### config.mk
export PLATFORM = sky130hd
export DESIGN_NAME = linked_list_key_value_table_flat
export DESIGN_NICKNAME = d
export VERILOG_FILES = /design/src/design/llkv_pkg.sv /design/src/design/llkv_if.sv /design/src/design/llkv_ram.sv /design/src/design/llkv_ctrl.sv /design/src/design/llkv_dpath.sv /design/src/design/linked_list_key_value_table.sv /design/src/flat_wrapper.sv
export SDC_FILE = /design/constraint.sdc
export NUM_CORES = 2
export LEC_CHECK = 0
export BUFFER_PORTS_ARGS = -buffer_cell sky130_fd_sc_hd__buf_2
export CORE_ASPECT_RATIO = 0.8
export CORE_MARGIN = 1.5
export CORE_UTILIZATION = 30
export DETAILED_ROUTE_END_ITERATION = 7
export PLACE_DENSITY_LB_ADDON = 0.12
export SLEW_MARGIN = 20
export SYNTH_ARGS = -nofsm -noshare
export SYNTH_HDL_FRONTEND = slang
export SYNTH_HIERARCHICAL = 1
export SYNTH_SLANG_ARGS = --single-unit
### constraint.sdc
create_clock -name clk -period 7.8 [get_ports clk]
set_input_delay 0 -clock clk [delete_from_list [all_inputs] [get_ports clk]]
set_output_delay 0 -clock clk [all_outputs]
set_load 0.02 [all_outputs]
### src/design/llkv_pkg.sv
// ----------------------------------------------------------------------------
// llkv_pkg
// Shared types and codes for the linked-list key-value table.
// ----------------------------------------------------------------------------
package llkv_pkg;

  localparam int KEY_W   = 32;
  localparam int VALUE_W = 32;
  localparam int COUNT_W = 5;

  localparam logic [1:0] MODE_ADD    = 2'd0;
  localparam logic [1:0] MODE_SEARCH = 2'd1;
  localparam logic [1:0] MODE_REMOVE = 2'd2;

  // read address select
  localparam logic [1:0] RD_CUR  = 2'd0;
  localparam logic [1:0] RD_NEXT = 2'd1;
  localparam logic [1:0] RD_FREE = 2'd2;

  typedef struct packed {
    logic       ready;
    logic       start;
    logic [1:0] rd_sel;
    logic       step;
    logic       hit_capture;
    logic       wr_val;
    logic       unlink;
    logic       free_push;
    logic       set_full;
    logic       alloc;
    logic       out_load;
  } cmd_t;

  typedef struct packed {
    logic [1:0] mode;
    logic       walk_end;
    logic       key_match;
    logic       next_end;
    logic       free_empty;
    logic       out_free;
  } sts_t;

endpackage

### src/design/llkv_if.sv
// ----------------------------------------------------------------------------
// llkv_if
// Request and response channels of the key-value table.
// ----------------------------------------------------------------------------
interface llkv_req_if;
  logic                             valid;
  logic                             ready;
  logic [1:0]                       mode;
  logic signed [llkv_pkg::KEY_W-1:0]   key;
  logic signed [llkv_pkg::VALUE_W-1:0] value;

  modport source (output valid, output mode, output key, output value, input ready);
  modport sink   (input valid, input mode, input key, input value, output ready);
endinterface

interface llkv_rsp_if;
  logic                                valid;
  logic                                ready;
  logic                                found;
  logic signed [llkv_pkg::VALUE_W-1:0] result_value;
  logic                                status;
  logic [llkv_pkg::COUNT_W-1:0]        entry_count;

  modport source (output valid, output found, output result_value, output status,
                  output entry_count, input ready);
  modport sink   (input valid, input found, input result_value, input status,
                  input entry_count, output ready);
endinterface

### src/design/llkv_ram.sv
// ----------------------------------------------------------------------------
// llkv_ram
// Generic single-write, single-read RAM with registered read data.
// ----------------------------------------------------------------------------
module llkv_ram #(
  parameter int WIDTH = 32,
  parameter int DEPTH = 16
) (
  input  logic                     clk,
  input  logic                     we,
  input  logic [$clog2(DEPTH)-1:0] waddr,
  input  logic [WIDTH-1:0]         wdata,
  input  logic [$clog2(DEPTH)-1:0] raddr,
  output logic [WIDTH-1:0]         rdata
);

  logic [WIDTH-1:0] mem [DEPTH];

  always_ff @(posedge clk) begin
    if (we) begin
      mem[waddr] <= wdata;
    end
    rdata <= mem[raddr];
  end

endmodule

### src/design/llkv_ctrl.sv
// ----------------------------------------------------------------------------
// llkv_ctrl
// Sequencer for list walk, update, unlink and allocation.
// ----------------------------------------------------------------------------
module llkv_ctrl (
  input  logic             clk,
  input  logic             rst,
  input  logic             in_valid,
  input  logic [1:0]       in_mode,
  input  llkv_pkg::sts_t   sts,
  output llkv_pkg::cmd_t   cmd
);

  localparam logic [2:0] S_IDLE  = 3'd0;
  localparam logic [2:0] S_ISSUE = 3'd1;
  localparam logic [2:0] S_CMP   = 3'd2;
  localparam logic [2:0] S_PUSH  = 3'd3;
  localparam logic [2:0] S_ALLOC = 3'd4;
  localparam logic [2:0] S_DONE  = 3'd5;

  logic [2:0] state, state_next;

  always_ff @(posedge clk) begin
    if (rst) begin
      state <= S_IDLE;
    end else begin
      state <= state_next;
    end
  end

  always_comb begin
    cmd        = '0;
    cmd.rd_sel = llkv_pkg::RD_CUR;
    state_next = state;
    case (state)
      S_IDLE: begin
        cmd.ready = 1'b1;
        if (in_valid) begin
          cmd.start = 1'b1;
          if (in_mode inside {llkv_pkg::MODE_ADD, llkv_pkg::MODE_SEARCH,
                              llkv_pkg::MODE_REMOVE}) begin
            state_next = S_ISSUE;
          end else begin
            state_next = S_DONE;
          end
        end
      end
      S_ISSUE, S_CMP: begin
        if (state == S_CMP && sts.key_match) begin
          cmd.hit_capture = 1'b1;
          case (sts.mode)
            llkv_pkg::MODE_ADD: begin
              cmd.wr_val = 1'b1;
              state_next = S_DONE;
            end
            llkv_pkg::MODE_REMOVE: begin
              cmd.unlink = 1'b1;
              state_next = S_PUSH;
            end
            default: state_next = S_DONE;
          endcase
        end else if ((state == S_ISSUE && sts.walk_end) ||
                     (state == S_CMP && sts.next_end)) begin
          // key absent
          if (sts.mode == llkv_pkg::MODE_ADD) begin
            if (sts.free_empty) begin
              cmd.set_full = 1'b1;
              state_next   = S_DONE;
            end else begin
              cmd.rd_sel = llkv_pkg::RD_FREE;
              state_next = S_ALLOC;
            end
          end else begin
            state_next = S_DONE;
          end
        end else if (state == S_ISSUE) begin
          cmd.rd_sel = llkv_pkg::RD_CUR;
          state_next = S_CMP;
        end else begin
          cmd.step   = 1'b1;
          cmd.rd_sel = llkv_pkg::RD_NEXT;
        end
      end
      S_PUSH: begin
        cmd.free_push = 1'b1;
        state_next    = S_DONE;
      end
      S_ALLOC: begin
        cmd.alloc  = 1'b1;
        state_next = S_DONE;
      end
      S_DONE: begin
        if (sts.out_free) begin
          cmd.out_load = 1'b1;
          state_next   = S_IDLE;
        end
      end
      default: state_next = S_IDLE;
    endcase
  end

endmodule

### src/design/llkv_dpath.sv
// ----------------------------------------------------------------------------
// llkv_dpath
// List pointers, entry memories, walk registers and response register.
// ----------------------------------------------------------------------------
module llkv_dpath #(
  parameter int CAPACITY   = 16,
  parameter int KEY_BITS   = 32,
  parameter int VALUE_BITS = 32
) (
  input  logic                                clk,
  input  logic                                rst,
  input  llkv_pkg::cmd_t                      cmd,
  output llkv_pkg::sts_t                      sts,
  input  logic [1:0]                          in_mode,
  input  logic signed [llkv_pkg::KEY_W-1:0]   in_key,
  input  logic signed [llkv_pkg::VALUE_W-1:0] in_value,
  input  logic                                out_ready,
  output logic                                out_valid,
  output logic                                out_found,
  output logic signed [llkv_pkg::VALUE_W-1:0] out_value,
  output logic                                out_status,
  output logic [llkv_pkg::COUNT_W-1:0]        out_count
);

  localparam int AW = $clog2(CAPACITY);
  localparam int SW = $clog2(CAPACITY + 1);
  localparam logic [SW-1:0] NULL_SLOT = SW'(CAPACITY);

  logic [1:0]            req_mode;
  logic [KEY_BITS-1:0]   req_key;
  logic [VALUE_BITS-1:0] req_val;

  logic [SW-1:0] cur, prev, steps;
  logic [SW-1:0] list_head, free_head, count, fill;

  logic                  found_w, status_w;
  logic [VALUE_BITS-1:0] res_w;

  logic [SW-1:0]         rd_addr, rd_addr_q;
  logic                  fresh_q;
  logic [KEY_BITS-1:0]   key_rd;
  logic [VALUE_BITS-1:0] val_rd;
  logic [SW-1:0]         link_rd, link_eff;

  logic          link_we;
  logic [SW-1:0] link_waddr, link_wdata;

  // slots at or above the fill mark were never written; their link reads as the next slot
  assign link_eff = fresh_q ? rd_addr_q + SW'(1) : link_rd;

  always_comb begin
    case (cmd.rd_sel)
      llkv_pkg::RD_NEXT: rd_addr = link_eff;
      llkv_pkg::RD_FREE: rd_addr = free_head;
      default:           rd_addr = cur;
    endcase
  end

  always_comb begin
    link_we    = 1'b0;
    link_waddr = cur;
    link_wdata = free_head;
    if (cmd.unlink && prev != NULL_SLOT) begin
      link_we    = 1'b1;
      link_waddr = prev;
      link_wdata = link_eff;
    end else if (cmd.free_push) begin
      link_we    = 1'b1;
      link_waddr = cur;
      link_wdata = free_head;
    end else if (cmd.alloc) begin
      link_we    = 1'b1;
      link_waddr = free_head;
      link_wdata = list_head;
    end
  end

  llkv_ram #(.WIDTH(KEY_BITS), .DEPTH(CAPACITY)) u_key_ram (
    .clk   (clk),
    .we    (cmd.alloc),
    .waddr (free_head[AW-1:0]),
    .wdata (req_key),
    .raddr (rd_addr[AW-1:0]),
    .rdata (key_rd)
  );

  llkv_ram #(.WIDTH(VALUE_BITS), .DEPTH(CAPACITY)) u_val_ram (
    .clk   (clk),
    .we    (cmd.alloc | cmd.wr_val),
    .waddr (cmd.alloc ? free_head[AW-1:0] : cur[AW-1:0]),
    .wdata (req_val),
    .raddr (rd_addr[AW-1:0]),
    .rdata (val_rd)
  );

  llkv_ram #(.WIDTH(SW), .DEPTH(CAPACITY)) u_link_ram (
    .clk   (clk),
    .we    (link_we),
    .waddr (link_waddr[AW-1:0]),
    .wdata (link_wdata),
    .raddr (rd_addr[AW-1:0]),
    .rdata (link_rd)
  );

  always_ff @(posedge clk) begin
    rd_addr_q <= rd_addr;
    fresh_q   <= (rd_addr >= fill);
    if (cmd.start) begin
      req_mode <= in_mode;
      req_key  <= KEY_BITS'($unsigned(in_key));
      req_val  <= VALUE_BITS'($unsigned(in_value));
      cur      <= list_head;
      prev     <= NULL_SLOT;
      steps    <= '0;
      found_w  <= 1'b0;
      status_w <= 1'b0;
      res_w    <= '0;
    end
    if (cmd.step) begin
      prev  <= cur;
      cur   <= link_eff;
      steps <= steps + SW'(1);
    end
    if (cmd.hit_capture) begin
      found_w <= 1'b1;
      res_w   <= val_rd;
    end
    if (cmd.set_full) begin
      status_w <= 1'b1;
    end
  end

  always_ff @(posedge clk) begin
    if (rst) begin
      list_head <= NULL_SLOT;
      free_head <= '0;
      count     <= '0;
      fill      <= '0;
    end else begin
      if (cmd.unlink && prev == NULL_SLOT) begin
        list_head <= link_eff;
      end
      if (cmd.free_push) begin
        free_head <= cur;
        if (count != '0) begin
          count <= count - SW'(1);
        end
      end
      if (cmd.alloc) begin
        free_head <= link_eff;
        list_head <= free_head;
        count     <= count + SW'(1);
        if (free_head == fill) begin
          fill <= fill + SW'(1);
        end
      end
    end
  end

  always_ff @(posedge clk) begin
    if (rst) begin
      out_valid <= 1'b0;
    end else if (cmd.out_load) begin
      out_valid <= 1'b1;
    end else if (out_ready) begin
      out_valid <= 1'b0;
    end
  end

  always_ff @(posedge clk) begin
    if (cmd.out_load) begin
      out_found  <= found_w;
      out_value  <= llkv_pkg::VALUE_W'($unsigned(res_w));
      out_status <= status_w;
      out_count  <= llkv_pkg::COUNT_W'(count);
    end
  end

  always_comb begin
    sts.mode       = req_mode;
    sts.walk_end   = (cur == NULL_SLOT) || (steps == NULL_SLOT);
    sts.key_match  = (key_rd == req_key);
    sts.next_end   = (link_eff == NULL_SLOT) || (steps == SW'(CAPACITY - 1));
    sts.free_empty = (free_head == NULL_SLOT);
    sts.out_free   = !out_valid || out_ready;
  end

  a_count_bound: assert property (@(posedge clk) disable iff (rst)
    count <= NULL_SLOT && fill <= NULL_SLOT)
    else $error("entry count or fill mark beyond capacity");

  a_free_full: assert property (@(posedge clk) disable iff (rst)
    (free_head == NULL_SLOT) == (count == NULL_SLOT))
    else $error("free list state disagrees with entry count");

  a_alloc_grows: assert property (@(posedge clk) disable iff (rst)
    cmd.alloc |=> count == $past(count) + SW'(1))
    else $error("allocation did not add an entry");

  a_found_xor_full: assert property (@(posedge clk) disable iff (rst)
    out_valid |-> !(out_found && out_status))
    else $error("response marks both found and full");

endmodule

### src/design/linked_list_key_value_table.sv
// ----------------------------------------------------------------------------
// linked_list_key_value_table
// Key-value table held as a singly linked list in RAM, with a free list.
// ----------------------------------------------------------------------------
//  channel  dir  handshake     payload
//  req      in   valid/ready   mode, key, value
//  rsp      out  valid/ready   found, result_value, status, entry_count
//
//  One request at a time. A request walks the list, at most CAPACITY
//  entries, one linked entry per cycle through the registered read of
//  the entry RAMs, then does an unlink or an allocation where needed.
//  Unused modes go straight to the response.
//  Reset is synchronous; no clearing pass, so the first request may follow
//  reset at once. A stalled response holds in the output register and the
//  next request is taken meanwhile; its own response waits for it.
// ----------------------------------------------------------------------------
module linked_list_key_value_table #(
  parameter int CAPACITY   = 16,
  parameter int KEY_BITS   = 32,
  parameter int VALUE_BITS = 32
) (
  input  logic        clk,
  input  logic        rst,
  llkv_req_if.sink    req,
  llkv_rsp_if.source  rsp
);

  llkv_pkg::cmd_t cmd;
  llkv_pkg::sts_t sts;

  assign req.ready = cmd.ready;

  llkv_ctrl u_ctrl (
    .clk      (clk),
    .rst      (rst),
    .in_valid (req.valid),
    .in_mode  (req.mode),
    .sts      (sts),
    .cmd      (cmd)
  );

  llkv_dpath #(
    .CAPACITY   (CAPACITY),
    .KEY_BITS   (KEY_BITS),
    .VALUE_BITS (VALUE_BITS)
  ) u_dpath (
    .clk        (clk),
    .rst        (rst),
    .cmd        (cmd),
    .sts        (sts),
    .in_mode    (req.mode),
    .in_key     (req.key),
    .in_value   (req.value),
    .out_ready  (rsp.ready),
    .out_valid  (rsp.valid),
    .out_found  (rsp.found),
    .out_value  (rsp.result_value),
    .out_status (rsp.status),
    .out_count  (rsp.entry_count)
  );

endmodule
### src/flat_wrapper.sv
// flat-port wrapper written by rule: the top's interface ports become plain ports
module linked_list_key_value_table_flat 
#(
  parameter int CAPACITY   = 16,
  parameter int KEY_BITS   = 32,
  parameter int VALUE_BITS = 32
)
  (clk, rst, req_valid, req_mode, req_key, req_value, req_ready, rsp_valid, rsp_found, rsp_result_value, rsp_status, rsp_entry_count, rsp_ready);
  llkv_req_if req_i ();
  llkv_rsp_if rsp_i ();
  input  logic clk;
  input  logic rst;
  input wire logic [$bits(req_i.valid)-1:0] req_valid;
  input wire logic [$bits(req_i.mode)-1:0] req_mode;
  input wire logic [$bits(req_i.key)-1:0] req_key;
  input wire logic [$bits(req_i.value)-1:0] req_value;
  output wire logic [$bits(req_i.ready)-1:0] req_ready;
  output wire logic [$bits(rsp_i.valid)-1:0] rsp_valid;
  output wire logic [$bits(rsp_i.found)-1:0] rsp_found;
  output wire logic [$bits(rsp_i.result_value)-1:0] rsp_result_value;
  output wire logic [$bits(rsp_i.status)-1:0] rsp_status;
  output wire logic [$bits(rsp_i.entry_count)-1:0] rsp_entry_count;
  input wire logic [$bits(rsp_i.ready)-1:0] rsp_ready;
  assign req_i.valid = req_valid;
  assign req_i.mode = req_mode;
  assign req_i.key = req_key;
  assign req_i.value = req_value;
  assign req_ready = req_i.ready;
  assign rsp_valid = rsp_i.valid;
  assign rsp_found = rsp_i.found;
  assign rsp_result_value = rsp_i.result_value;
  assign rsp_status = rsp_i.status;
  assign rsp_entry_count = rsp_i.entry_count;
  assign rsp_i.ready = rsp_ready;
  linked_list_key_value_table #(.CAPACITY(CAPACITY), .KEY_BITS(KEY_BITS), .VALUE_BITS(VALUE_BITS)) u_core (.clk(clk), .rst(rst), .req(req_i), .rsp(rsp_i));
endmodule
==> results.cfg <==
[clock_network]
numCtsBuffers = 143
post_cts_buffers = 0
clk_pin_slew_ps = 60
clk_latency_ps = 780
root_buffer = clkbuf_16
cts.htree.levels = 4
cts_resized = 0
ctsHoldBuffers = 132
cts_tree = built
cts_num_sinks = 1357
clockBufferDepth = 3

[synthesis]
synth-seq-area-share_pct = 78.6
synth-async-reset-ratio_pct = 0
yosys_warnings = 6
avgSynthCellArea_um2 = 21.2
synth_adder_area_share_pct = 0.411
synth_edf_count = 1256
yosys.cell_types.count = 58
synth_top_area_cell = edfxtp_1
synth_top_family_by_area = multiplexers
synthSimpleGateAreaFrac_pct = 3.18
synth_compound_area_share_pct = 2.95
synthCells = 2385
syn_nets = 2471
ys_seq_elements = 1357
synthFlopType = edfxtp_1
synthDominantCellAreaShare_pct = 74.6
synthMuxAreaShare_pct = 12.8
synth_area_mm2 = 0.0506
synth_xor_area_share_pct = 0.831
synthTopCellsByArea = edfxtp_1 (75%), mux4_2 (12%), dfxtp_1 (4.0%)

[timing]
hold_viol = 0
maxSlewViolCount = 0
period_needed_ps = 6160
setup_tns_ps = 0
rsz0062_at_grt = false
setup_viol = 0
worst_pin_slew_ps = 1100
maxSlewHeadroom_pct = 25.8
finalCritPeriodShare_pct = 79.0
fin_worst_skew_ps = 27.0
max_freq_ghz = 0.162

[pwr]
p_per_area_mw_per_mm2 = 380
peakVddDrop_mv = 0.281
p_leak_nw = 19.3

[floorplanning]
die_w_um = 462
dieHeight_um = 370
dieArea_mm2 = 0.171
start_util_pct = 30.3
coreArea_mm2 = 0.167
io-pin-count = 111
rows = 134

[worst_setup_path]
slowest_stage = nor2b_4
cp.arrival_ps = 6890
cp.required_ps = 8520
worstPathMaxFanout = 17
rr_startpoint = u_core/u_dpath/req_key[30]
crit_path_max_incr_delay_ps = 820
critPathKind = reg -> reg
cp-start-kind = flip-flop
r2r_end = u_core/u_dpath/u_key_ram/rdata[14]
ff2ff_setup_slack_ps = 1640
endpoint_kind = flip-flop
cp_cell_sequence = xor2_1, nor4_1, nand4_1, nor2_1, nand4bb_4, a21oi_2, nand2_1, nor2_1, ha_1, o21ai_2, nor2b_4, buf_4, a22oi_1, nand2_1
ff2ff_path_depth = 14

[drt]
ant_nets = 0
post_drt_wl_per_cell_um = 25.4
vias_per_cell = 4.79
initialDrtViolationCount = 1840
drc = 0
vias = 24500
firstDrtPassIters = 5
totalWireLength_um = 130000

[layout]
drive_above_1_share_pct = 26.2
design_area_mm2 = 0.0605
utilization_pct = 36.2
regArea_mm2 = 0.0397
fin_nets = 2824
area_growth_pct = 19.6
fill_cells = 15400
multiInputGateArea_mm2 = 0.0105

[global_route]
grt_pass1_wl_um = 187000
antenna_found_initial = 2
grt.total_usage_pct = 15.3
grt_max_degree = 61
grt_overflow = 0
grt_pass1_vias = 26200

[run]
maxCapViolCount = 0

[min_path]
min_from = req_key[29]
whs_path_depth = 2
whs_endpoint = u_core/u_dpath/req_key[29]
min_path_type = in -> reg

[placement]
dp_hpwl_um = 67400
placed_area_mm2 = 0.0544
place.port_buffers = 110
globalplace.congestion = 0.737

[outcome]
status = complete, no violations
per-stage QoR:
stage	hold WS (ps)	power (mW)	instances	setup slack, ps
global route	19.1	24.1	5106	1200
detailed placement	178	16.4	4705	1350
CTS	4.31	23.4	5105	1340
finish	45.9	23.0	5106	1640
floorplan	71.6	14.1	2385	2910
global placement	177	16.3	4705	1430
layout by cell type, fill, tap and decap left out, drive strengths merged, types with 42 or more instances in the layout:
cell type and count:
dlygate4sd3 132, clkbuf 201, a22oi 137, buf 189, dfxtp 101, nor2 77
and2 44, clkinv 42, mux4 276, edfxtp 1256, nand2 100
sequential cells by signal, indices dropped and copies added (netlist names), 32 cells and up:
signal and flops:
u_core/u_dpath/out_value 32, u_core/u_dpath/req_key 32, u_core/u_dpath/req_val 32, u_core/u_dpath/res_w 32
u_core/u_dpath/u_key_ram/mem 512, u_core/u_dpath/u_key_ram/rdata 32, u_core/u_dpath/u_link_ram/mem 80, u_core/u_dpath/u_val_ram/mem 512
u_core/u_dpath/u_val_ram/rdata 32
cells in the mapped netlist (16+ instances only):
library cell / n
nor3_1: 19
clkbuf_1: 44
xor2_1: 35
o21ai_0: 17
mux4_2: 276
mux2i_1: 16
a21oi_1: 24
a22oi_1: 137
inv_1: 18
and2_1: 44
buf_1: 20
edfxtp_1: 1256
dfxtp_1: 101
nor2_1: 76
buf_4: 23
buf_2: 18
nand3_1: 20
nand2_1: 100
power by group:
| part | internal, mW | switching, mW |
|---|---|---|
| Combinational | 2.81 | 3.51 |
| Sequential | 9.08 | 0.660 |
| Clock | 4.03 | 2.87 |
| Total | 15.9 | 7.04 |
worst max-delay path, delay by kind of cell, from the launching register on:
family / cells / cell delay, ps
xor gates and xnor gates: 1 / 280
AOI/OAI and AO/OA: 3 / 1040
adders and majority gates: 1 / 430
and+or+nand+nor: 8 / 3230
DFF: 1 / 600
buffers and inverters: 1 / 460
how the worst max path moves through the flow:
stage                                    start                                 end  slack [ps]
CTS                 u_core/u_dpath/req_key[30]  u_core/u_dpath/u_key_ram/rdata[14]        1340
floorplan           u_core/u_dpath/req_key[19]  u_core/u_dpath/u_val_ram/mem[0][0]        2910
detailed placement  u_core/u_dpath/req_key[30]  u_core/u_dpath/u_key_ram/rdata[14]        1350
global route        u_core/u_dpath/req_key[30]  u_core/u_dpath/u_key_ram/rdata[14]        1200
finish              u_core/u_dpath/req_key[30]  u_core/u_dpath/u_key_ram/rdata[14]        1640
global placement    u_core/u_dpath/req_key[30]  u_core/u_dpath/u_key_ram/rdata[20]        1430
metal layers:
layer | vias up | track usage [%] | wire, µm
li1 | 10500 | - | -
met1 | 13300 | 20.1 | 56300
met2 | 502 | 26.0 | 65400
met3 | 184 | 2.71 | 5100
met4 | 0 | 4.19 | 2740
met5 | - | 0 | 0
cell type report:
type | instances | share of cell area (%)
multi-input cells | 895 | 17.3
clock inverters | 67 | 1.18
well taps | 2244 | 4.64
clock buffers | 201 | 6.66
inverters | 20 | 0.145
flip-flops and latches | 1357 | 65.7
repair buffers | 321 | 4.34
diodes | 1 | 0.00414
kinds of logic (layout without fill, tap and decap cells):
kind of cell | count (synthesis) | after routing
compound gates | 210 | 210
xor+xnor | 48 | 48
fa+ha+maj | 16 | 16
buf+inv | 133 | 609
flops | 1357 | 1357
mux | 299 | 299
other cells | 0 | 1
simple gates | 322 | 322
Note: power is estimated with default switching activity, not from simulation.
